$ cat src/hdl/tga_pkg.sv
package tga_pkg;

    // pixel depth register
    localparam int unsigned TGA_PB_W        = 3;
    localparam logic [2:0]  TGA_PB_RESET    = 3'd4;
    localparam logic [2:0]  TGA_PB_MIN      = 3'd1;
    localparam logic [2:0]  TGA_PB_MAX      = 3'd4;

    // packet header layout
    localparam int unsigned TGA_RUN_BIT     = 7;
    localparam logic [7:0]  TGA_COUNT_MASK  = 8'b0111_1111;

    // result field widths
    localparam int unsigned TGA_PIX_W       = 32;
    localparam int unsigned TGA_REP_W       = 8;

    // result queue between front and back
    localparam int unsigned TGA_QDEPTH      = 2;
    localparam int unsigned TGA_QPTR_W      = $clog2(TGA_QDEPTH);
    localparam int unsigned TGA_QCNT_W      = $clog2(TGA_QDEPTH + 1);

    // one queued result command
    typedef struct packed {
        logic                 trunc;
        logic                 last;
        logic [TGA_REP_W-1:0] repeat_count;
        logic [TGA_PIX_W-1:0] pixel_value;
    } t_tga_cmd;

endpackage

$ cat src/hdl/tga_front.sv
module tga_front (
    input  logic             i_clk,
    input  logic             i_rst_n,
    input  logic [2:0]       i_pixel_bytes,
    input  logic             i_valid,
    output logic             o_ready,
    input  logic [7:0]       i_data_byte,
    input  logic             i_final_byte,
    input  logic             i_q_full,
    output logic             o_push,
    output tga_pkg::t_tga_cmd o_cmd
);
    import tga_pkg::*;

    logic        r_expect_header, n_expect_header;
    logic        r_run_packet,    n_run_packet;
    logic [7:0]  r_pixels_left,   n_pixels_left;
    logic [1:0]  r_byte_pos,      n_byte_pos;
    logic [31:0] r_gather,        n_gather;

    logic        accept;
    logic [2:0]  eff_bytes;
    logic [2:0]  gathered;
    logic [31:0] merged;
    logic [7:0]  left_after;
    logic [7:0]  rep;

    assign o_ready = !i_q_full;
    assign accept  = i_valid && !i_q_full;

    // 0 acts as 1, above 4 acts as 4
    always_comb begin
        if (i_pixel_bytes == 3'd0) begin
            eff_bytes = TGA_PB_MIN;
        end else if (i_pixel_bytes > TGA_PB_MAX) begin
            eff_bytes = TGA_PB_MAX;
        end else begin
            eff_bytes = i_pixel_bytes;
        end
    end

    always_comb begin
        merged = r_gather;
        unique case (r_byte_pos)
            2'd0: merged[7:0]   = i_data_byte;
            2'd1: merged[15:8]  = i_data_byte;
            2'd2: merged[23:16] = i_data_byte;
            2'd3: merged[31:24] = i_data_byte;
            default: merged = r_gather;
        endcase
    end

    assign gathered = {1'b0, r_byte_pos} + 3'd1;

    always_comb begin
        n_expect_header = r_expect_header;
        n_run_packet    = r_run_packet;
        n_pixels_left   = r_pixels_left;
        n_byte_pos      = r_byte_pos;
        n_gather        = r_gather;
        o_push          = 1'b0;
        o_cmd           = '0;
        left_after      = r_pixels_left;
        rep             = 8'd1;

        if (accept) begin
            if (r_expect_header) begin
                if (i_final_byte) begin
                    // buffer ends on a header: packet has no pixels
                    o_push     = 1'b1;
                    o_cmd.trunc = 1'b1;
                    o_cmd.last  = 1'b1;
                end else begin
                    n_run_packet    = i_data_byte[TGA_RUN_BIT];
                    n_pixels_left   = (i_data_byte & TGA_COUNT_MASK) + 8'd1;
                    n_byte_pos      = 2'd0;
                    n_gather        = '0;
                    n_expect_header = 1'b0;
                end
            end else if (gathered < eff_bytes) begin
                n_byte_pos = gathered[1:0];
                n_gather   = merged;
                if (i_final_byte) begin
                    o_push      = 1'b1;
                    o_cmd.trunc = 1'b1;
                    o_cmd.last  = 1'b1;
                end
            end else begin
                n_byte_pos = 2'd0;
                n_gather   = '0;
                if (r_run_packet) begin
                    rep        = r_pixels_left;
                    left_after = 8'd0;
                end else begin
                    rep        = 8'd1;
                    left_after = (r_pixels_left != 8'd0) ? r_pixels_left - 8'd1 : 8'd0;
                end
                n_pixels_left = left_after;
                o_push        = 1'b1;
                if (left_after == 8'd0) begin
                    n_expect_header    = 1'b1;
                    n_run_packet       = 1'b0;
                    o_cmd.pixel_value  = merged;
                    o_cmd.repeat_count = rep;
                    o_cmd.last         = i_final_byte;
                end else if (i_final_byte) begin
                    o_cmd.trunc = 1'b1;
                    o_cmd.last  = 1'b1;
                end else begin
                    o_cmd.pixel_value  = merged;
                    o_cmd.repeat_count = rep;
                end
            end

            // truncation voids the image and restarts on a header
            if (o_cmd.trunc) begin
                n_expect_header = 1'b1;
                n_run_packet    = 1'b0;
                n_pixels_left   = 8'd0;
                n_byte_pos      = 2'd0;
                n_gather        = '0;
            end
        end
    end

    always_ff @(posedge i_clk) begin
        if (!i_rst_n) begin
            r_expect_header <= 1'b1;
            r_run_packet    <= 1'b0;
            r_pixels_left   <= 8'd0;
            r_byte_pos      <= 2'd0;
        end else begin
            r_expect_header <= n_expect_header;
            r_run_packet    <= n_run_packet;
            r_pixels_left   <= n_pixels_left;
            r_byte_pos      <= n_byte_pos;
        end
    end

    always_ff @(posedge i_clk) begin
        r_gather <= n_gather;
    end

endmodule

$ cat src/hdl/tga_queue.sv
module tga_queue (
    input  logic              i_clk,
    input  logic              i_rst_n,
    input  logic              i_push,
    input  tga_pkg::t_tga_cmd i_cmd,
    output logic              o_full,
    output logic              o_valid,
    input  logic              i_pop,
    output tga_pkg::t_tga_cmd o_cmd
);
    import tga_pkg::*;

    t_tga_cmd              r_mem [TGA_QDEPTH];
    logic [TGA_QPTR_W-1:0] r_wr_ptr, n_wr_ptr;
    logic [TGA_QPTR_W-1:0] r_rd_ptr, n_rd_ptr;
    logic [TGA_QCNT_W-1:0] r_count,  n_count;
    logic                  do_pop;

    localparam logic [TGA_QPTR_W-1:0] LastPtr = TGA_QPTR_W'(TGA_QDEPTH - 1);
    localparam logic [TGA_QCNT_W-1:0] FullCnt = TGA_QCNT_W'(TGA_QDEPTH);

    assign o_full  = (r_count == FullCnt);
    assign o_valid = (r_count != '0);
    assign do_pop  = i_pop && o_valid;
    assign o_cmd   = r_mem[r_rd_ptr];

    always_comb begin
        n_wr_ptr = r_wr_ptr;
        n_rd_ptr = r_rd_ptr;
        n_count  = r_count;
        if (i_push) begin
            n_wr_ptr = (r_wr_ptr == LastPtr) ? '0 : r_wr_ptr + 1'b1;
        end
        if (do_pop) begin
            n_rd_ptr = (r_rd_ptr == LastPtr) ? '0 : r_rd_ptr + 1'b1;
        end
        unique case ({i_push, do_pop})
            2'b10:   n_count = r_count + 1'b1;
            2'b01:   n_count = r_count - 1'b1;
            default: n_count = r_count;
        endcase
    end

    always_ff @(posedge i_clk) begin
        if (!i_rst_n) begin
            r_wr_ptr <= '0;
            r_rd_ptr <= '0;
            r_count  <= '0;
        end else begin
            r_wr_ptr <= n_wr_ptr;
            r_rd_ptr <= n_rd_ptr;
            r_count  <= n_count;
        end
    end

    always_ff @(posedge i_clk) begin
        if (i_push) begin
            r_mem[r_wr_ptr] <= i_cmd;
        end
    end

endmodule

$ cat src/hdl/tga_back.sv
module tga_back (
    input  logic              i_clk,
    input  logic              i_rst_n,
    input  logic              i_q_valid,
    output logic              o_q_pop,
    input  tga_pkg::t_tga_cmd i_cmd,
    output logic              o_valid,
    input  logic              i_ready,
    output logic [39:0]       o_data,
    output logic              o_user,
    output logic              o_last
);
    import tga_pkg::*;

    logic                 r_valid, n_valid;
    logic [TGA_PIX_W-1:0] r_value;
    logic [TGA_REP_W-1:0] r_repeat;
    logic                 r_trunc;
    logic                 r_last;
    logic                 load;

    assign load    = i_q_valid && (!r_valid || i_ready);
    assign o_q_pop = load;

    always_comb begin
        n_valid = r_valid;
        if (load) begin
            n_valid = 1'b1;
        end else if (i_ready) begin
            n_valid = 1'b0;
        end
    end

    always_ff @(posedge i_clk) begin
        if (!i_rst_n) begin
            r_valid <= 1'b0;
        end else begin
            r_valid <= n_valid;
        end
    end

    // a truncation word carries zero pixel and zero repeat
    always_ff @(posedge i_clk) begin
        if (load) begin
            r_value  <= i_cmd.trunc ? '0 : i_cmd.pixel_value;
            r_repeat <= i_cmd.trunc ? '0 : i_cmd.repeat_count;
            r_trunc  <= i_cmd.trunc;
            r_last   <= i_cmd.last;
        end
    end

    assign o_valid = r_valid;
    assign o_data  = {r_repeat, r_value};
    assign o_user  = r_trunc;
    assign o_last  = r_last;

endmodule

$ cat src/hdl/tga_rle_pixel_decoder.sv
// tga run-length pixel decoder: takes the compressed image data one byte per
// word on the slave stream (tlast on the final byte of the buffer) and gives
// decoded pixel words on the master stream. a run packet yields a single
// word whose repeat count is the run length, for a downstream expander; a
// literal packet yields one word per pixel with repeat count 1. if the buffer
// ends inside a packet, or on a header byte, one truncation word (tuser high,
// tlast high, pixel and count zero) ends and voids the image, and the decoder
// restarts on a header. pixel depth in bytes (1 to 4, reset 4) is written on the
// config channel while the stream is idle; 0 acts as 1 and 5 to 7 as 4.
// throughput is one byte per cycle while the result queue has room: the
// header/pixel parser takes a byte every clock and pushes results into a
// two-entry queue, which an output register drains; s_axis_tready drops only
// while that queue is full, so a stalled sink holds off input after three
// pending results, two queued and one in the output register. the word for
// a finished pixel passes through the queue and then the output register.
module tga_rle_pixel_decoder (
    input  logic        i_clk,
    input  logic        i_rst_n,

    // config channel: pixel bytes
    input  logic        i_cfg_valid,
    output logic        o_cfg_ready,
    input  logic [2:0]  i_cfg_data,

    // compressed byte stream
    input  logic        s_axis_tvalid,
    output logic        s_axis_tready,
    input  logic [7:0]  s_axis_tdata,   // [7:0] data_byte
    input  logic        s_axis_tlast,   // final_byte

    // decoded pixel stream
    output logic        m_axis_tvalid,
    input  logic        m_axis_tready,
    output logic [39:0] m_axis_tdata,   // [31:0] pixel_value, [39:32] repeat_count
    output logic        m_axis_tuser,   // truncated
    output logic        m_axis_tlast    // image_end
);
    import tga_pkg::*;

    logic [TGA_PB_W-1:0] r_pixel_bytes;

    logic     q_full;
    logic     q_valid;
    logic     q_pop;
    logic     push;
    t_tga_cmd push_cmd;
    t_tga_cmd head_cmd;

    // register always takes a write at once
    assign o_cfg_ready = 1'b1;

    always_ff @(posedge i_clk) begin
        if (!i_rst_n) begin
            r_pixel_bytes <= TGA_PB_RESET;
        end else if (i_cfg_valid) begin
            r_pixel_bytes <= i_cfg_data;
        end
    end

    // front: packet header and pixel byte parser
    tga_front u_front (
        .i_clk         (i_clk),
        .i_rst_n       (i_rst_n),
        .i_pixel_bytes (r_pixel_bytes),
        .i_valid       (s_axis_tvalid),
        .o_ready       (s_axis_tready),
        .i_data_byte   (s_axis_tdata),
        .i_final_byte  (s_axis_tlast),
        .i_q_full      (q_full),
        .o_push        (push),
        .o_cmd         (push_cmd)
    );

    // result queue decouples parser from the sink
    tga_queue u_queue (
        .i_clk   (i_clk),
        .i_rst_n (i_rst_n),
        .i_push  (push),
        .i_cmd   (push_cmd),
        .o_full  (q_full),
        .o_valid (q_valid),
        .i_pop   (q_pop),
        .o_cmd   (head_cmd)
    );

    // back: output register and word formatting
    tga_back u_back (
        .i_clk     (i_clk),
        .i_rst_n   (i_rst_n),
        .i_q_valid (q_valid),
        .o_q_pop   (q_pop),
        .i_cmd     (head_cmd),
        .o_valid   (m_axis_tvalid),
        .i_ready   (m_axis_tready),
        .o_data    (m_axis_tdata),
        .o_user    (m_axis_tuser),
        .o_last    (m_axis_tlast)
    );

endmodule
$ cat config.mk
export PLATFORM = sky130hd
export DESIGN_NAME = tga_rle_pixel_decoder
export DESIGN_NICKNAME = d
export VERILOG_FILES = /design/src/hdl/tga_pkg.sv /design/src/hdl/tga_front.sv /design/src/hdl/tga_queue.sv /design/src/hdl/tga_back.sv /design/src/hdl/tga_rle_pixel_decoder.sv
export SDC_FILE = /design/constraint.sdc
export NUM_CORES = 1
export LEC_CHECK = 0
export BUFFER_PORTS_ARGS = -buffer_cell sky130_fd_sc_hd__buf_2
export CORE_ASPECT_RATIO = 2
export CORE_MARGIN = 3
export CORE_UTILIZATION = 43
export CTS_BUF_LIST = sky130_fd_sc_hd__clkbuf_8
export DETAILED_ROUTE_END_ITERATION = 10
export SYNTH_ARGS = -nofsm -noshare
export SYNTH_HDL_FRONTEND = slang
export SYNTH_SLANG_ARGS = --single-unit
$ cat constraint.sdc
create_clock -name i_clk -period 5.2 [get_ports i_clk]
set_clock_uncertainty 0.15 [all_clocks]
set_input_delay 0.52 -clock i_clk [delete_from_list [all_inputs] [get_ports i_clk]]
set_output_delay 0.52 -clock i_clk [all_outputs]
set_load 0.1 [all_outputs]
# Word-level counts from Yosys, hierarchy flattened
# Memories as Yosys holds them, arrays and structs flattened. A register that Yosys moved wholly into a read port is not among the register bits.
# Index checks and enable logic that the tools add are counted.
# Widths: inputs -> output; s select.
word_totals:
  register_bits: 94
  ramBits: 84
  out_inout_bits: 45
  word_cells: 104
  mem_count: 1
classes:
  addsub: 7
  order_cmp: 2
  eq_ne: 8
  mux: 55
  reduce_logical: 17
mem_list:
  columns: ["name", "words", "word_bits", "rd", "rd_ports_with_merged_regs", "wr", "line", "rtl"]
  rows:
  - ["u_queue.r_mem", 2, 42, 1, 1, 1, "tga_queue.sv:13", "t_tga_cmd r_mem [TGA_QDEPTH];"]
op_table:
  columns: ["cell", "n"]
  rows:
  - ["$mux 40", 3]
  - ["$mux 8", 14]
  - ["$mux 32", 3]
  - ["$mux 42", 1]
  - ["$mux 41", 1]
  - ["$mux 1", 22]
  - ["$mux 2", 8]
  - ["$add 7x1->8 const B", 1]
  - ["$eq 2x2->1 const B", 4]
  - ["$logic_not 8->1", 1]
  - ["$reduce_bool 8->1", 1]
  - ["$sub 8x1->8 const B", 1]
  - ["$mux 3", 2]
  - ["$reduce_bool 2->1", 3]
  - ["$eq 2x1->1 const B", 2]
  - ["$pmux 2 s2", 1]
  - ["$reduce_and 4->1", 1]
  - ["$add 2x1->3 const B", 1]
  - ["$gt 3x3->1 const B", 1]
  - ["$logic_and 1x1->1", 3]
  - ["$logic_not 3->1", 1]
  - ["$lt 3x3->1", 1]
  - ["$ne 3x2->1 const B", 1]
  - ["$ne 3x3->1 const B", 1]
  - ["9 further kinds", 11]

# Logic depth before layout (Yosys ltp)
# Gate-level depths: netlist of the first run.
logic_depth:
  ltp_word: 14
  mapped_depth: 11

# By module
# Synthesis of the first run repeated with hierarchy kept, for this count alone.
unflattened:
  hier_cells: 545
  hier_area_um2: 7771.2
modules_own_cells:
  columns: ["module", "n_inst", "cells_per_inst", "area_per_inst_um2", "seq_area_each_um2"]
  rows:
  - ["tga_queue", 1, 154, 3246.9, 2622.5]
  - ["tga_front", 1, 290, 2750.1, 1201.2]
  - ["tga_back", 1, 90, 1656.6, 1281.2]
  - ["tga_rle_pixel_decoder", 1, 11, 117.6, 60.1]

# Least setup slack after synthesis of the first run
# OpenSTA, ideal clock, no wires.
synth_timing:
  path_kind: "reg2reg"
  startpoint: "reg u_queue.r_count[0]"
  endpoint: "mem u_queue.r_mem[0][0] (netlist name) (enable)"
  t_arrival_ps: 3617
  required_time_ps: 4607
  slack_ps: 990
  path_stages_with_launch: 6
  path_buffers: 1
  synth_period_minus_slack_ps: 4210
  path_cell_list: "dfxtp_1 > nand2b_1 > nand2_1 > clkbuf_1 > a21o_1 > nor2_1"
synth_between:
  elab_chain_cells: 6
synth_rtl:
  columns: ["element", "line", "rtl"]
  rows:
  - ["from (decl)", "tga_queue.sv:16", "logic [TGA_QCNT_W-1:0] r_count, n_count;"]
  - ["from (signal assigned)", "tga_queue.sv:52", "r_count <= n_count;"]
  - ["$eq 2x2->1", "tga_queue.sv:22", "assign o_full = (r_count == FullCnt);"]
  - ["$logic_not 1->1", null, null]
  - ["net s_axis_tready", "tga_rle_pixel_decoder.sv:27", "output logic s_axis_tready,"]
  - ["$logic_and 1x1->1", "tga_front.sv:29", "assign accept = i_valid && !i_q_full;"]
  - ["$mux 1", "tga_front.sv:66", "if (accept) begin"]
  - ["$mux 1", "tga_queue.sv:57", "if (i_push) begin"]
  - ["$mux 1 (implied by the code)", "tga_queue.sv:58", "r_mem[r_wr_ptr] <= i_cmd;"]
  - ["to (decl)", "tga_queue.sv:13", null]
# The timed path passes the listed nets, and every way through them passes these cells.

# Worst setup path in the final report of the first run
layout_timing:
  startpoint: "reg u_front.r_byte_pos[0]"
  endpoint: "mem u_queue.r_mem[0][15] (netlist name) (enable)"
layout_between:
  elab_chain_cells: 7
layout_rtl:
  columns: ["element", "line", "rtl"]
  rows:
  - ["from (decl)", "tga_front.sv:18", "logic [1:0] r_byte_pos, n_byte_pos;"]
  - ["from (signal assigned)", "tga_front.sv:136", "r_byte_pos <= n_byte_pos;"]
  - ["$add 2x1->3", "tga_front.sv:53", "assign gathered = {1'b0, r_byte_pos} + 3'd1;"]
  - ["$lt 3x3->1", "tga_front.sv:80", "end else if (gathered < eff_bytes) begin"]
  - ["$mux 1", "tga_front.sv:80", null]
  - ["$mux 1", "tga_front.sv:67", "if (r_expect_header) begin"]
  - ["$mux 1", "tga_front.sv:66", null]
  - ["$mux 1", "tga_queue.sv:57", null]
  - ["$mux 1 (implied by the code)", "tga_queue.sv:58", null]
# Every way passes these cells.

==> impl_metrics.prom, run 1 <==
# TYPE chip_impl_metric gauge
chip_impl_metric{name="post-dp-hpwl",unit="um"} 10200
chip_impl_metric{name="drtPass1Iterations",unit=""} 4
chip_impl_metric{name="drt_wl_total",unit="um"} 14900
chip_impl_metric{name="die_h",unit="um"} 192
chip_impl_metric{name="synthesized_flop_and_latch_total",unit=""} 179
chip_impl_metric{name="worstMarginPinSlew",unit="ps"} 825
chip_impl_metric{name="die_area",unit="um^2"} 19000
chip_impl_info{name="rsz_0062_raised_after_global_routing",value="no"} 1
chip_impl_metric{name="floorplan.initialDensity",unit=""} 0.441
chip_impl_metric{name="total_number_of_placement_rows",unit=""} 67
chip_impl_info{name="holdCritStartpoint",value="i_cfg_data[2]"} 1
chip_impl_metric{name="place_congestion",unit=""} 0.860
chip_impl_metric{name="antenna_diode_count",unit=""} 0
chip_impl_metric{name="syn-instance-count",unit=""} 541
chip_impl_metric{name="power.leakage",unit="nW"} 3.02
chip_impl_metric{name="clk-insertion-delay-late",unit="ps"} 450
chip_impl_metric{name="drv_slew",unit=""} 0
chip_impl_metric{name="crit_arrival",unit="ps"} 3340
chip_impl_metric{name="fin_total_pwr",unit="mW"} 4.81
chip_impl_info{name="hold_path.class",value="input pin to flip-flop"} 1
chip_impl_metric{name="design.final.nets",unit=""} 623
chip_impl_metric{name="power.share.combinational",unit=""} 0.384
chip_impl_metric{name="htree_levels",unit=""} 4
chip_impl_metric{name="mappedNetlistNets",unit=""} 568
chip_impl_metric{name="cts.sink_count",unit=""} 179
chip_impl_metric{name="post_cts_hold_buffer_count",unit=""} 0
chip_impl_metric{name="finalCritPeriodShare",unit=""} 0.651
chip_impl_metric{name="numPlacedInstances",unit=""} 784
chip_impl_metric{name="worst_ep_required_time",unit="ps"} 5160
chip_impl_metric{name="powerDensity",unit="nW/um^2"} 578
chip_impl_info{name="timing_worst_setup_path_type",value="flip-flop to flip-flop"} 1
chip_impl_info{name="crit_start",value="u_front.r_byte_pos[0]"} 1
chip_impl_metric{name="p_sw",unit="mW"} 2.15
chip_impl_metric{name="max-vdd-ir-drop",unit="mV"} 0.303
chip_impl_metric{name="hold_viol",unit=""} 0
chip_impl_info{name="layout_common_cells",value="sky130_fd_sc_hd__edfxtp_1 (158), sky130_fd_sc_hd__nor2_1 (119), sky130_fd_sc_hd__mux2i_1 (74), sky130_fd_sc_hd__buf_2 (60), sky130_fd_sc_hd__dfxtp_1 (20)"} 1
chip_impl_metric{name="vias",unit=""} 4248
chip_impl_metric{name="syn-mean-instance-area",unit="um^2"} 13.7
chip_impl_metric{name="max-clock-path-buffers",unit=""} 2
chip_impl_info{name="status",value="finished clean"} 1
chip_impl_metric{name="track_usage",unit=""} 0.165
chip_impl_info{name="layout.cells.most_common",value="sky130_fd_sc_hd__edfxtp_1"} 1
chip_impl_metric{name="fill_cells",unit=""} 1489
chip_impl_metric{name="fmaxAchievable",unit="MHz"} 295
chip_impl_info{name="worstSetupStartpointType",value="flip-flop"} 1
chip_impl_metric{name="layout_min_cycle_time",unit="ps"} 3390
chip_impl_info{name="critical_path.reg2reg.startpoint",value="u_front.r_byte_pos[0]"} 1
chip_impl_metric{name="synth.yosys.seq_area_share",unit=""} 0.694
chip_impl_metric{name="final_layout_size_suffix_gt1_frac",unit=""} 0.181
chip_impl_metric{name="core_area",unit="um^2"} 16800
chip_impl_metric{name="io-pin-count",unit=""} 62
chip_impl_metric{name="die_w",unit="um"} 99.0
chip_impl_metric{name="netlist_area",unit="um^2"} 7440
chip_impl_metric{name="timing.max_slew.rel_slack",unit=""} 0.450
chip_impl_metric{name="wl_per_cell",unit="um"} 18.3
chip_impl_metric{name="timing.max_cap.violations",unit=""} 0
chip_impl_metric{name="clkTransAtPathRegs",unit="ps"} 90
chip_impl_metric{name="vias_in_the_first_global_route",unit=""} 4418
chip_impl_metric{name="final_cells",unit=""} 816
chip_impl_metric{name="final_design_area_no_fill",unit="um^2"} 8330
chip_impl_metric{name="global_route_congestion_overflow_total",unit=""} 0
chip_impl_metric{name="cell_internal_pwr",unit="mW"} 2.67
chip_impl_metric{name="wire_length_of_the_first_global_routing_pass",unit="um"} 23700
chip_impl_metric{name="detail_route.vias_per_cell",unit=""} 5.21
chip_impl_metric{name="post_dp_cell_area",unit="um^2"} 7920
chip_impl_metric{name="grt_max_degree",unit=""} 45
chip_impl_metric{name="port_buffers",unit=""} 60
chip_impl_metric{name="drt_iter0_drc",unit=""} 175
chip_impl_metric{name="antenna_violating_nets_post_route",unit=""} 0
chip_impl_metric{name="seqPwrFrac",unit=""} 0.412
chip_impl_metric{name="crit_path_max_fanout",unit=""} 27
chip_impl_metric{name="ys_warn_count",unit=""} 0
chip_impl_metric{name="fin_setup_tns",unit="ps"} 0
chip_impl_metric{name="area_delta_synth_final",unit="%"} 12.0
chip_impl_metric{name="p_sw_frac",unit=""} 0.446
chip_impl_metric{name="ys_types",unit=""} 50
chip_impl_metric{name="numCtsBuffers",unit=""} 17
chip_impl_info{name="worstSetupEndpointType",value="flip-flop"} 1
chip_impl_info{name="tritoncts_clock_tree",value="yes"} 1
chip_impl_metric{name="remaining_drc_errors",unit=""} 0
chip_impl_metric{name="antenna_found_initial",unit=""} 0
chip_impl_info{name="clock_tree.root_cell",value="sky130_fd_sc_hd__clkbuf_8"} 1
chip_impl_metric{name="post_cts_resized",unit=""} 0
chip_impl_metric{name="pwr-share-clk",unit=""} 0.204
chip_impl_metric{name="timing.final.setup_violations",unit=""} 0
chip_impl_metric{name="post_cts_buffers",unit=""} 0
-- power by group through the flow --
stage / Sequential, mW / Clock (mW) / Combinational (mW)
after floorplan: 3.16 / 0 / 0.426
after global placement: 2.01 / 0 / 1.86
after detailed placement: 2.02 / 0 / 1.88
after CTS: 1.99 / 1.01 / 1.88
after global routing: 2.01 / 1.07 / 1.93
final: 1.98 / 0.984 / 1.85
-- critical path: stages (launching register included) --
cell,delay [ps]
sky130_fd_sc_hd__dfxtp_1,440
sky130_fd_sc_hd__ha_1,520
sky130_fd_sc_hd__ha_1,230
sky130_fd_sc_hd__nand2_1,60
sky130_fd_sc_hd__a31oi_1,180
sky130_fd_sc_hd__o21ai_1,190
sky130_fd_sc_hd__a21o_1,350
sky130_fd_sc_hd__nor2_4,460
sky130_fd_sc_hd__buf_4,440
-- metrics by stage --
step                 util  setup slack (ps)  hold WS, ps
floorplan               -               990          299
global placement    0.470              1980          353
detailed placement  0.470              1800          356
CTS                 0.494              1790          110
global route        0.494              1540          139
finish              0.494              1810          139
-- registers in the layout, indices dropped and copies added (netlist names), 2 cells and up, named ones only --
name                   count
u_queue.r_mem             84
u_back.r_value            32
u_front.r_gather          32
u_back.r_repeat            8
u_front.r_pixels_left      8
r_pixel_bytes              3
u_front.r_byte_pos         2
u_queue.r_count            2
-- path summary, 6_finish.rpt --
| check | endpoint | slack, ps | cells after the start |
|---|---|---|---|
| max | u_queue.r_mem[0][15] | 1810 | 8 |
| min | r_pixel_bytes[2] | 140 | 3 |
| max reg2reg | u_queue.r_mem[0][15] | 1810 | 8 |
| min reg2reg | u_front.r_pixels_left[1] | 370 | 2 |
-- metal layers --
metal  vias up  routed length [um]  global-route usage
met5         -                   0                   0
li1       2049                   -                   -
met4         0                 487              0.0784
met2        92                8280               0.306
met1      2079                5650               0.177
met3        28                 488              0.0316
-- area by class of cell --
class / instances / area (um^2) / area share
Sequential cell: 179 / 5170 / 0.620
Multi-Input combinational cell: 318 / 2090 / 0.251
Timing Repair Buffer: 66 / 345 / 0.0414
Tap cell: 207 / 259 / 0.0311
Clock buffer: 17 / 234 / 0.0281
Clock inverter: 15 / 180 / 0.0216
Inverter: 14 / 52.6 / 0.00631
-- Yosys cell counts (all sizes together) --
cell	instances	area, um^2
nor4b	1	15.0
xnor2	9	78.8
xor2	2	17.5
a21oi	12	60.1
a21boi	2	18.8
buf	15	91.3
nor3	6	41.3
and2	5	31.3
o21a	1	7.51
a211oi	1	12.5
clkbuf	15	56.3
or4	1	7.51
conb	1	3.75
dfxtp	21	420
o21ai	10	53.8
or3	1	6.26
o31ai	1	7.51
nand2b	4	25.0
nand4	1	12.5
a31oi	4	25.0
o22ai	4	25.0
o211ai	2	20.0
a21o	2	15.0
mux2	2	22.5
and4	1	8.76
o22a	1	8.76
clkinv	1	3.75
o31a	1	8.76
o2111ai	1	8.76
nand2	13	48.8
nand3	5	25.0
edfxtp	158	4740
nor3b	2	15.0
a211o	2	26.3
ha	10	125
and3	8	50.1
inv	13	48.8
mux2i	74	741
nor2	122	458
nor2b	5	31.3
a41o	1	10.0
-- cell families (layout without fill, tap and decap cells) --
group	Yosys count	after routing	synth area share
AO/OA/AOI/OAI	45	45	0.0414
XOR/XNOR	11	11	0.0130
adder cells (fa/ha/maj)	10	10	0.0168
buffers and inverters	44	112	0.0269
flip-flops	179	179	0.694
multiplexers	76	76	0.103
other	1	1	0.000504
AND/OR/NAND/NOR	175	175	0.104
(Power assumes the default switching activity.)
==> run 2: changes to the inputs <==
==> constraint.sdc (replaced) <==
create_clock -name i_clk -period 2.8 [get_ports i_clk]
set_clock_uncertainty 0.15 [all_clocks]
set_input_delay 0.28 -clock i_clk [delete_from_list [all_inputs] [get_ports i_clk]]
set_output_delay 0.28 -clock i_clk [all_outputs]
set_load 0.1 [all_outputs]
==> impl_metrics.prom, run 2 (synthesis results as in run 1) <==
# TYPE chip_impl_metric gauge
chip_impl_metric{name="remaining_drc_errors",unit=""} 0
chip_impl_metric{name="critPathBufInv",unit=""} 1
chip_impl_info{name="layout.cells.most_common",value="sky130_fd_sc_hd__edfxtp_1"} 1
chip_impl_metric{name="die_h",unit="um"} 192
chip_impl_metric{name="max-clock-path-buffers",unit=""} 2
chip_impl_metric{name="port_buffers",unit=""} 60
chip_impl_metric{name="vias",unit=""} 4316
chip_impl_info{name="largest-register",value="u_queue.r_mem"} 1
chip_impl_metric{name="worstMarginPinSlew",unit="ps"} 860
chip_impl_metric{name="timing.max_slew.rel_slack",unit=""} 0.427
chip_impl_metric{name="area_delta_synth_final",unit="%"} 13.4
chip_impl_metric{name="total_number_of_placement_rows",unit=""} 67
chip_impl_metric{name="antenna_diode_count",unit=""} 0
chip_impl_metric{name="wl_per_cell",unit="um"} 17.9
chip_impl_metric{name="global_route_congestion_overflow_total",unit=""} 0
chip_impl_metric{name="floorplan.initialDensity",unit=""} 0.441
chip_impl_metric{name="crit_arrival",unit="ps"} 2860
chip_impl_metric{name="worst_ep_required_time",unit="ps"} 3030
chip_impl_metric{name="layout_min_cycle_time",unit="ps"} 2620
chip_impl_metric{name="drt_wl_total",unit="um"} 14800
chip_impl_metric{name="max-vdd-ir-drop",unit="mV"} 0.897
chip_impl_metric{name="timing.max_cap.violations",unit=""} 0
chip_impl_metric{name="fmaxAchievable",unit="MHz"} 381
chip_impl_metric{name="vias_in_the_first_global_route",unit=""} 4425
chip_impl_metric{name="drv_slew",unit=""} 0
chip_impl_info{name="largestRegisters",value="u_queue.r_mem: 84 flops, u_back.r_value: 32 flops, u_front.r_gather: 32 flops"} 1
chip_impl_info{name="crit_chain",value="inv_1 -> ha_1 -> ha_1 -> nand2_1 -> a31oi_2 -> o21ai_2 -> a21o_1 -> ha_1 -> or3_1 -> a21boi_1"} 1
chip_impl_metric{name="fill_cells",unit=""} 1508
chip_impl_metric{name="clkTransAtPathRegs",unit="ps"} 90
chip_impl_metric{name="timing.final.setup_violations",unit=""} 0
chip_impl_metric{name="detail_route.vias_per_cell",unit=""} 5.21
chip_impl_metric{name="seqPwrFrac",unit=""} 0.422
chip_impl_metric{name="design.final.nets",unit=""} 636
chip_impl_metric{name="fin_total_pwr",unit="mW"} 8.73
chip_impl_metric{name="grt_max_degree",unit=""} 44
chip_impl_metric{name="powerDensity",unit="nW/um^2"} 1030
chip_impl_metric{name="power.share.combinational",unit=""} 0.397
chip_impl_info{name="worstSetupEndpointType",value="flip-flop"} 1
chip_impl_metric{name="finalCritPeriodShare",unit=""} 0.936
chip_impl_info{name="status",value="finished clean"} 1
chip_impl_info{name="clock_tree.root_cell",value="sky130_fd_sc_hd__clkbuf_8"} 1
chip_impl_metric{name="drt_iter0_drc",unit=""} 195
chip_impl_metric{name="crit_path_max_fanout",unit=""} 6
chip_impl_metric{name="post_dp_cell_area",unit="um^2"} 8010
chip_impl_info{name="crit_path_frequent_cell",value="sky130_fd_sc_hd__ha_1"} 1
chip_impl_info{name="layout_common_cells",value="sky130_fd_sc_hd__edfxtp_1 (158), sky130_fd_sc_hd__nor2_1 (119), sky130_fd_sc_hd__mux2i_1 (74), sky130_fd_sc_hd__buf_2 (60), sky130_fd_sc_hd__dfxtp_1 (19)"} 1
chip_impl_metric{name="hold_viol",unit=""} 0
chip_impl_metric{name="pwr-share-clk",unit=""} 0.181
chip_impl_metric{name="cell_internal_pwr",unit="mW"} 4.77
chip_impl_info{name="library_cell_contributing_the_largest_single_delay_on_the_critical_path",value="sky130_fd_sc_hd__dfxtp_4"} 1
chip_impl_metric{name="post-dp-hpwl",unit="um"} 9890
chip_impl_metric{name="antenna_found_initial",unit=""} 0
chip_impl_metric{name="cts.sink_count",unit=""} 179
chip_impl_metric{name="place_congestion",unit=""} 0.833
chip_impl_info{name="tritoncts_clock_tree",value="yes"} 1
chip_impl_metric{name="clk-insertion-delay-late",unit="ps"} 450
chip_impl_metric{name="power.leakage",unit="nW"} 3.04
chip_impl_metric{name="drtPass1Iterations",unit=""} 5
chip_impl_info{name="path_delay_family",value="adder cells"} 1
chip_impl_metric{name="max_reg_flops",unit=""} 84
chip_impl_metric{name="fin_setup_tns",unit="ps"} 0
chip_impl_metric{name="core_area",unit="um^2"} 16800
chip_impl_metric{name="antenna_violating_nets_post_route",unit=""} 0
chip_impl_metric{name="numCtsBuffers",unit=""} 17
chip_impl_metric{name="io-pin-count",unit=""} 62
chip_impl_info{name="timing_worst_setup_path_type",value="flip-flop to flip-flop"} 1
chip_impl_info{name="hold_path.class",value="input pin to flip-flop"} 1
chip_impl_info{name="worstSetupStartpointType",value="flip-flop"} 1
chip_impl_metric{name="crit_path_max_incr_delay",unit="ps"} 390
chip_impl_metric{name="p_sw",unit="mW"} 3.96
chip_impl_metric{name="wire_length_of_the_first_global_routing_pass",unit="um"} 23200
chip_impl_metric{name="p_sw_frac",unit=""} 0.453
chip_impl_metric{name="final_core_util",unit=""} 0.501
chip_impl_metric{name="fin_worst_hold_slack",unit="ps"} 64.2
chip_impl_metric{name="final_layout_size_suffix_gt1_frac",unit=""} 0.190
chip_impl_metric{name="htree_levels",unit=""} 4
chip_impl_metric{name="die_area",unit="um^2"} 19000
chip_impl_metric{name="die_w",unit="um"} 99.0
chip_impl_metric{name="final_design_area_no_fill",unit="um^2"} 8440
chip_impl_metric{name="track_usage",unit=""} 0.163
==> run 2: cell types whose count changed in the layout (fill, tap and decap cells not counted), sizes merged <==
cell         before  now
clkinv            1    6
inv              21   14
bufinv            3    1
clkinvlp          4    7
dlygate4sd3       0    7
buf              66   72
==> run 2: final cells by class <==
class                      count  area, um^2  share of cell area
multi-input combinational    318        2110               0.250
tap                          207         259              0.0307
clock buffer                  17         234              0.0277
clock inverter                14         116              0.0138
inverter                      14        52.6             0.00623
timing repair buffer          79         498              0.0590
sequential                   179        5170               0.613
==> run 2: per-layer routing <==
layer	GRT usage	wire length (um)
met5	0	0
met4	0.0684	282
met3	0.0313	430
met2	0.316	8630
met1	0.165	5490
==> run 2: stage by stage <==
step,setup WS [ps],std cells
finish,178,828
global route,-19.5,828
CTS,53.7,828
detailed placement,78.8,790
global placement,239,790
floorplan,3.31,541
==> run 2: power groups by stage <==
stage	clock, mW	combinational (mW)	sequential [mW]
floorplan	0	0.807	5.86
detailed placement	0	3.50	3.75
CTS	1.64	3.51	3.69
finish	1.58	3.46	3.69
global placement	0	3.48	3.73
global route	1.72	3.61	3.74
==> run 2: repair_timing <==
action	in CTS	in global routing
gates resized for setup	0	3
setup endpoints to repair	0	1
hold buffers	7	0
hold endpoints to repair	3	0
buffers inserted	0	0
==> run 2: worst paths after layout <==
path                       startpoint                        to  slack, ps  cells after the start
max             u_front.r_byte_pos[0]        u_queue.r_count[1]        180                     10
min                           i_rst_n   u_front.r_expect_header         60                      2
max reg2reg     u_front.r_byte_pos[0]        u_queue.r_count[1]        180                     10
min reg2reg  u_front.r_pixels_left[1]  u_front.r_pixels_left[1]        330                      2
==> run 3: changes to the inputs <==
--- a/config.mk
+++ b/config.mk
@@ -11,6 +11,8 @@
 export CORE_UTILIZATION = 43
 export CTS_BUF_LIST = sky130_fd_sc_hd__clkbuf_8
 export DETAILED_ROUTE_END_ITERATION = 10
+export PLACE_DENSITY = 0.74
+export RECOVER_POWER = 100
 export SYNTH_ARGS = -nofsm -noshare
 export SYNTH_HDL_FRONTEND = slang
 export SYNTH_SLANG_ARGS = --single-unit
==> constraint.sdc (replaced) <==
create_clock -name i_clk -period 2.41 [get_ports i_clk]
set_clock_uncertainty 0.15 [all_clocks]
set_input_delay 0.241 -clock i_clk [delete_from_list [all_inputs] [get_ports i_clk]]
set_output_delay 0.241 -clock i_clk [all_outputs]
set_load 0.1 [all_outputs]
==> impl_metrics.prom, run 3 (synthesis results as in run 1) <==
# TYPE chip_impl_metric gauge
chip_impl_info{name="status",value="finished clean"} 1
chip_impl_metric{name="remaining_drc_errors",unit=""} 0
chip_impl_metric{name="pwr-share-clk",unit=""} 0.185
chip_impl_metric{name="die_area",unit="um^2"} 19000
chip_impl_metric{name="seqPwrFrac",unit=""} 0.419
chip_impl_metric{name="wire_length_of_the_first_global_routing_pass",unit="um"} 22600
chip_impl_metric{name="globalRouteMet2Util",unit=""} 0.294
chip_impl_metric{name="drv_slew",unit=""} 0
chip_impl_metric{name="place_congestion",unit=""} 0.830
chip_impl_metric{name="grt_use_met1",unit=""} 0.160
chip_impl_metric{name="io-pin-count",unit=""} 62
chip_impl_metric{name="finalCritPeriodShare",unit=""} 0.994
chip_impl_metric{name="fmaxAchievable",unit="MHz"} 418
chip_impl_metric{name="area_delta_synth_final",unit="%"} 17.7
chip_impl_metric{name="clk-insertion-delay-late",unit="ps"} 450
chip_impl_metric{name="vias_in_the_first_global_route",unit=""} 4480
chip_impl_metric{name="layout_min_cycle_time",unit="ps"} 2400
chip_impl_metric{name="seqCellArea",unit="um^2"} 5170
chip_impl_metric{name="p_sw_frac",unit=""} 0.462
chip_impl_info{name="holdCritStartpoint",value="m_axis_tready"} 1
chip_impl_metric{name="power.share.combinational",unit=""} 0.396
chip_impl_metric{name="antenna_violating_nets_post_route",unit=""} 0
chip_impl_metric{name="antenna_diode_count",unit=""} 0
chip_impl_metric{name="vias",unit=""} 4414
chip_impl_metric{name="max-vdd-ir-drop",unit="mV"} 0.663
chip_impl_metric{name="gr-usage-met3",unit=""} 0.0320
chip_impl_metric{name="post-dp-hpwl",unit="um"} 9530
chip_impl_metric{name="drt_iter0_drc",unit=""} 238
chip_impl_info{name="rsz_0062_raised_after_global_routing",value="yes"} 1
chip_impl_metric{name="timing.final.ws_setup",unit="ps"} 14.9
chip_impl_metric{name="clkTransAtPathRegs",unit="ps"} 90
chip_impl_info{name="timing_worst_setup_path_type",value="flip-flop to flip-flop"} 1
chip_impl_info{name="layout.cells.most_common",value="sky130_fd_sc_hd__edfxtp_1"} 1
chip_impl_metric{name="final_layout_size_suffix_gt1_frac",unit=""} 0.171
chip_impl_metric{name="die_w",unit="um"} 99.0
chip_impl_metric{name="fin_setup_tns",unit="ps"} 0
chip_impl_metric{name="cell_internal_pwr",unit="mW"} 5.50
chip_impl_metric{name="timing.max_cap.violations",unit=""} 0
chip_impl_metric{name="cts.sink_count",unit=""} 179
chip_impl_metric{name="die_h",unit="um"} 192
chip_impl_metric{name="total_number_of_placement_rows",unit=""} 67
chip_impl_metric{name="worstMarginPinSlew",unit="ps"} 1270
chip_impl_metric{name="port_buffers",unit=""} 60
chip_impl_info{name="hold_path.class",value="input pin to flip-flop"} 1
chip_impl_metric{name="final_cells",unit=""} 849
chip_impl_metric{name="worst_ep_required_time",unit="ps"} 2630
chip_impl_info{name="crit_start",value="u_front.r_byte_pos[0]"} 1
chip_impl_metric{name="timing.max_slew.rel_slack",unit=""} 0.151
chip_impl_metric{name="design.final.nets",unit=""} 656
chip_impl_info{name="worstSetupStartpointType",value="flip-flop"} 1
chip_impl_metric{name="final_design_area_no_fill",unit="um^2"} 8750
chip_impl_info{name="largestRegisters",value="u_queue.r_mem: 84 flops, u_back.r_value: 32 flops, u_front.r_gather: 32 flops"} 1
chip_impl_metric{name="detailedPlace.worstSlack",unit="ps"} -40.4
chip_impl_metric{name="numCtsBuffers",unit=""} 17
chip_impl_metric{name="wl_per_cell",unit="um"} 17.3
chip_impl_metric{name="max_reg_flops",unit=""} 84
chip_impl_info{name="largest-register",value="u_queue.r_mem"} 1
chip_impl_metric{name="drtPass1Iterations",unit=""} 4
chip_impl_info{name="grt_most_used_layer",value="met2"} 1
chip_impl_info{name="worstSetupEndpointType",value="flip-flop"} 1
chip_impl_metric{name="max-clock-path-buffers",unit=""} 2
chip_impl_metric{name="htree_levels",unit=""} 4
chip_impl_metric{name="floorplan.initialDensity",unit=""} 0.441
chip_impl_metric{name="grt_max_degree",unit=""} 44
chip_impl_metric{name="crit_arrival",unit="ps"} 2610
chip_impl_metric{name="fill_cells",unit=""} 1425
chip_impl_metric{name="detail_route.vias_per_cell",unit=""} 5.20
chip_impl_metric{name="post_dp_cell_area",unit="um^2"} 8130
chip_impl_metric{name="timing.final.setup_violations",unit=""} 0
chip_impl_info{name="critical_path.reg2reg.startpoint",value="u_front.r_byte_pos[0]"} 1
chip_impl_metric{name="core_area",unit="um^2"} 16800
chip_impl_info{name="tritoncts_clock_tree",value="yes"} 1
chip_impl_metric{name="drt_wl_total",unit="um"} 14700
chip_impl_metric{name="p_sw",unit="mW"} 4.73
chip_impl_metric{name="track_usage",unit=""} 0.156
chip_impl_metric{name="power.leakage",unit="nW"} 3.09
chip_impl_info{name="layout_common_cells",value="sky130_fd_sc_hd__edfxtp_1 (158), sky130_fd_sc_hd__nor2_1 (119), sky130_fd_sc_hd__mux2i_1 (74), sky130_fd_sc_hd__clkbuf_1 (43), sky130_fd_sc_hd__dfxtp_1 (18)"} 1
chip_impl_metric{name="antenna_found_initial",unit=""} 0
chip_impl_metric{name="numPlacedInstances",unit=""} 797
chip_impl_metric{name="crit_path_max_fanout",unit=""} 8
chip_impl_info{name="clock_tree.root_cell",value="sky130_fd_sc_hd__clkbuf_8"} 1
chip_impl_metric{name="powerDensity",unit="nW/um^2"} 1170
chip_impl_metric{name="multi_input_area",unit="um^2"} 2200
chip_impl_metric{name="global_route_congestion_overflow_total",unit=""} 0
chip_impl_metric{name="hold_viol",unit=""} 0
run 3: changes by cell type in the layout (fill, tap and decap cells not counted), moves of 5 or more:
| cell | before | now |
|---|---|---|
| sky130_fd_sc_hd__buf_2 | 60 | 16 |
| sky130_fd_sc_hd__clkbuf_1 | 0 | 43 |
| sky130_fd_sc_hd__buf_6 | 0 | 7 |
| sky130_fd_sc_hd__clkinvlp_4 | 7 | 2 |
| sky130_fd_sc_hd__ha_1 | 10 | 5 |
run 3: worst paths after layout:
kind	to	depth (start not counted)	slack (ps)
max	u_front.r_pixels_left[7]	11	10
min	u_back.o_valid	3	10
max reg2reg	u_front.r_pixels_left[7]	11	10
min reg2reg	u_front.r_pixels_left[6]	2	390
run 3: routing by layer:
| metal | wire length, um | up-vias |
|---|---|---|
| met5 | 0 | - |
| li1 | - | 2125 |
| met4 | 399 | 0 |
| met2 | 8380 | 108 |
| met3 | 682 | 20 |
| met1 | 5220 | 2161 |
run 3: final cells by class:
class	instances	share of cell area
flip-flops and latches	179	0.591
multi-input cells	318	0.252
repair buffers	99	0.0792
well taps	207	0.0296
clock buffers	17	0.0267
clock inverters	15	0.0159
inverters	14	0.00600
run 3: through the flow:
stage	power (mW)	utilization	hold WS, ps
3_5_place_dp	8.48	0.482	323
3_3_place_gp	8.43	0.482	311
5_1_grt	10.7	0.519	-7.40
2_1_floorplan	7.78	-	217
6_report	10.2	0.519	14.9
4_1_cts	10.4	0.510	0.593
run 3: what timing repair did:
| item | 4_1_cts | 5_1_grt |
|---|---|---|
| resized for setup | 4 | 17 |
| setup endpoints to repair | 51 | 158 |
| setup buffers | 0 | 6 |
| pin swaps | 4 | 6 |
| hold endpoints to repair | 7 | 0 |
| hold buffers | 8 | 0 |
| cloned | 0 | 6 |
run 3: power groups by stage:
stage	Sequential (mW)	Combinational (mW)	Clock (mW)
after CTS	4.29	4.14	1.95
after detailed placement	4.36	4.12	0
after global routing	4.37	4.23	2.09
final	4.29	4.05	1.89
after floorplan	6.82	0.961	0
after global placement	4.34	4.09	0
run 3: critical path, stage by stage (launching register included):
cell and delay (ps):
sky130_fd_sc_hd__dfxtp_4 380, sky130_fd_sc_hd__inv_2 50, sky130_fd_sc_hd__ha_4 270, sky130_fd_sc_hd__ha_4 190
sky130_fd_sc_hd__nand2_4 60, sky130_fd_sc_hd__a31oi_4 40, sky130_fd_sc_hd__buf_4 140, sky130_fd_sc_hd__or4_4 530
sky130_fd_sc_hd__a21boi_2 170, sky130_fd_sc_hd__buf_6 160, sky130_fd_sc_hd__a31oi_1 50, sky130_fd_sc_hd__o22ai_1 130
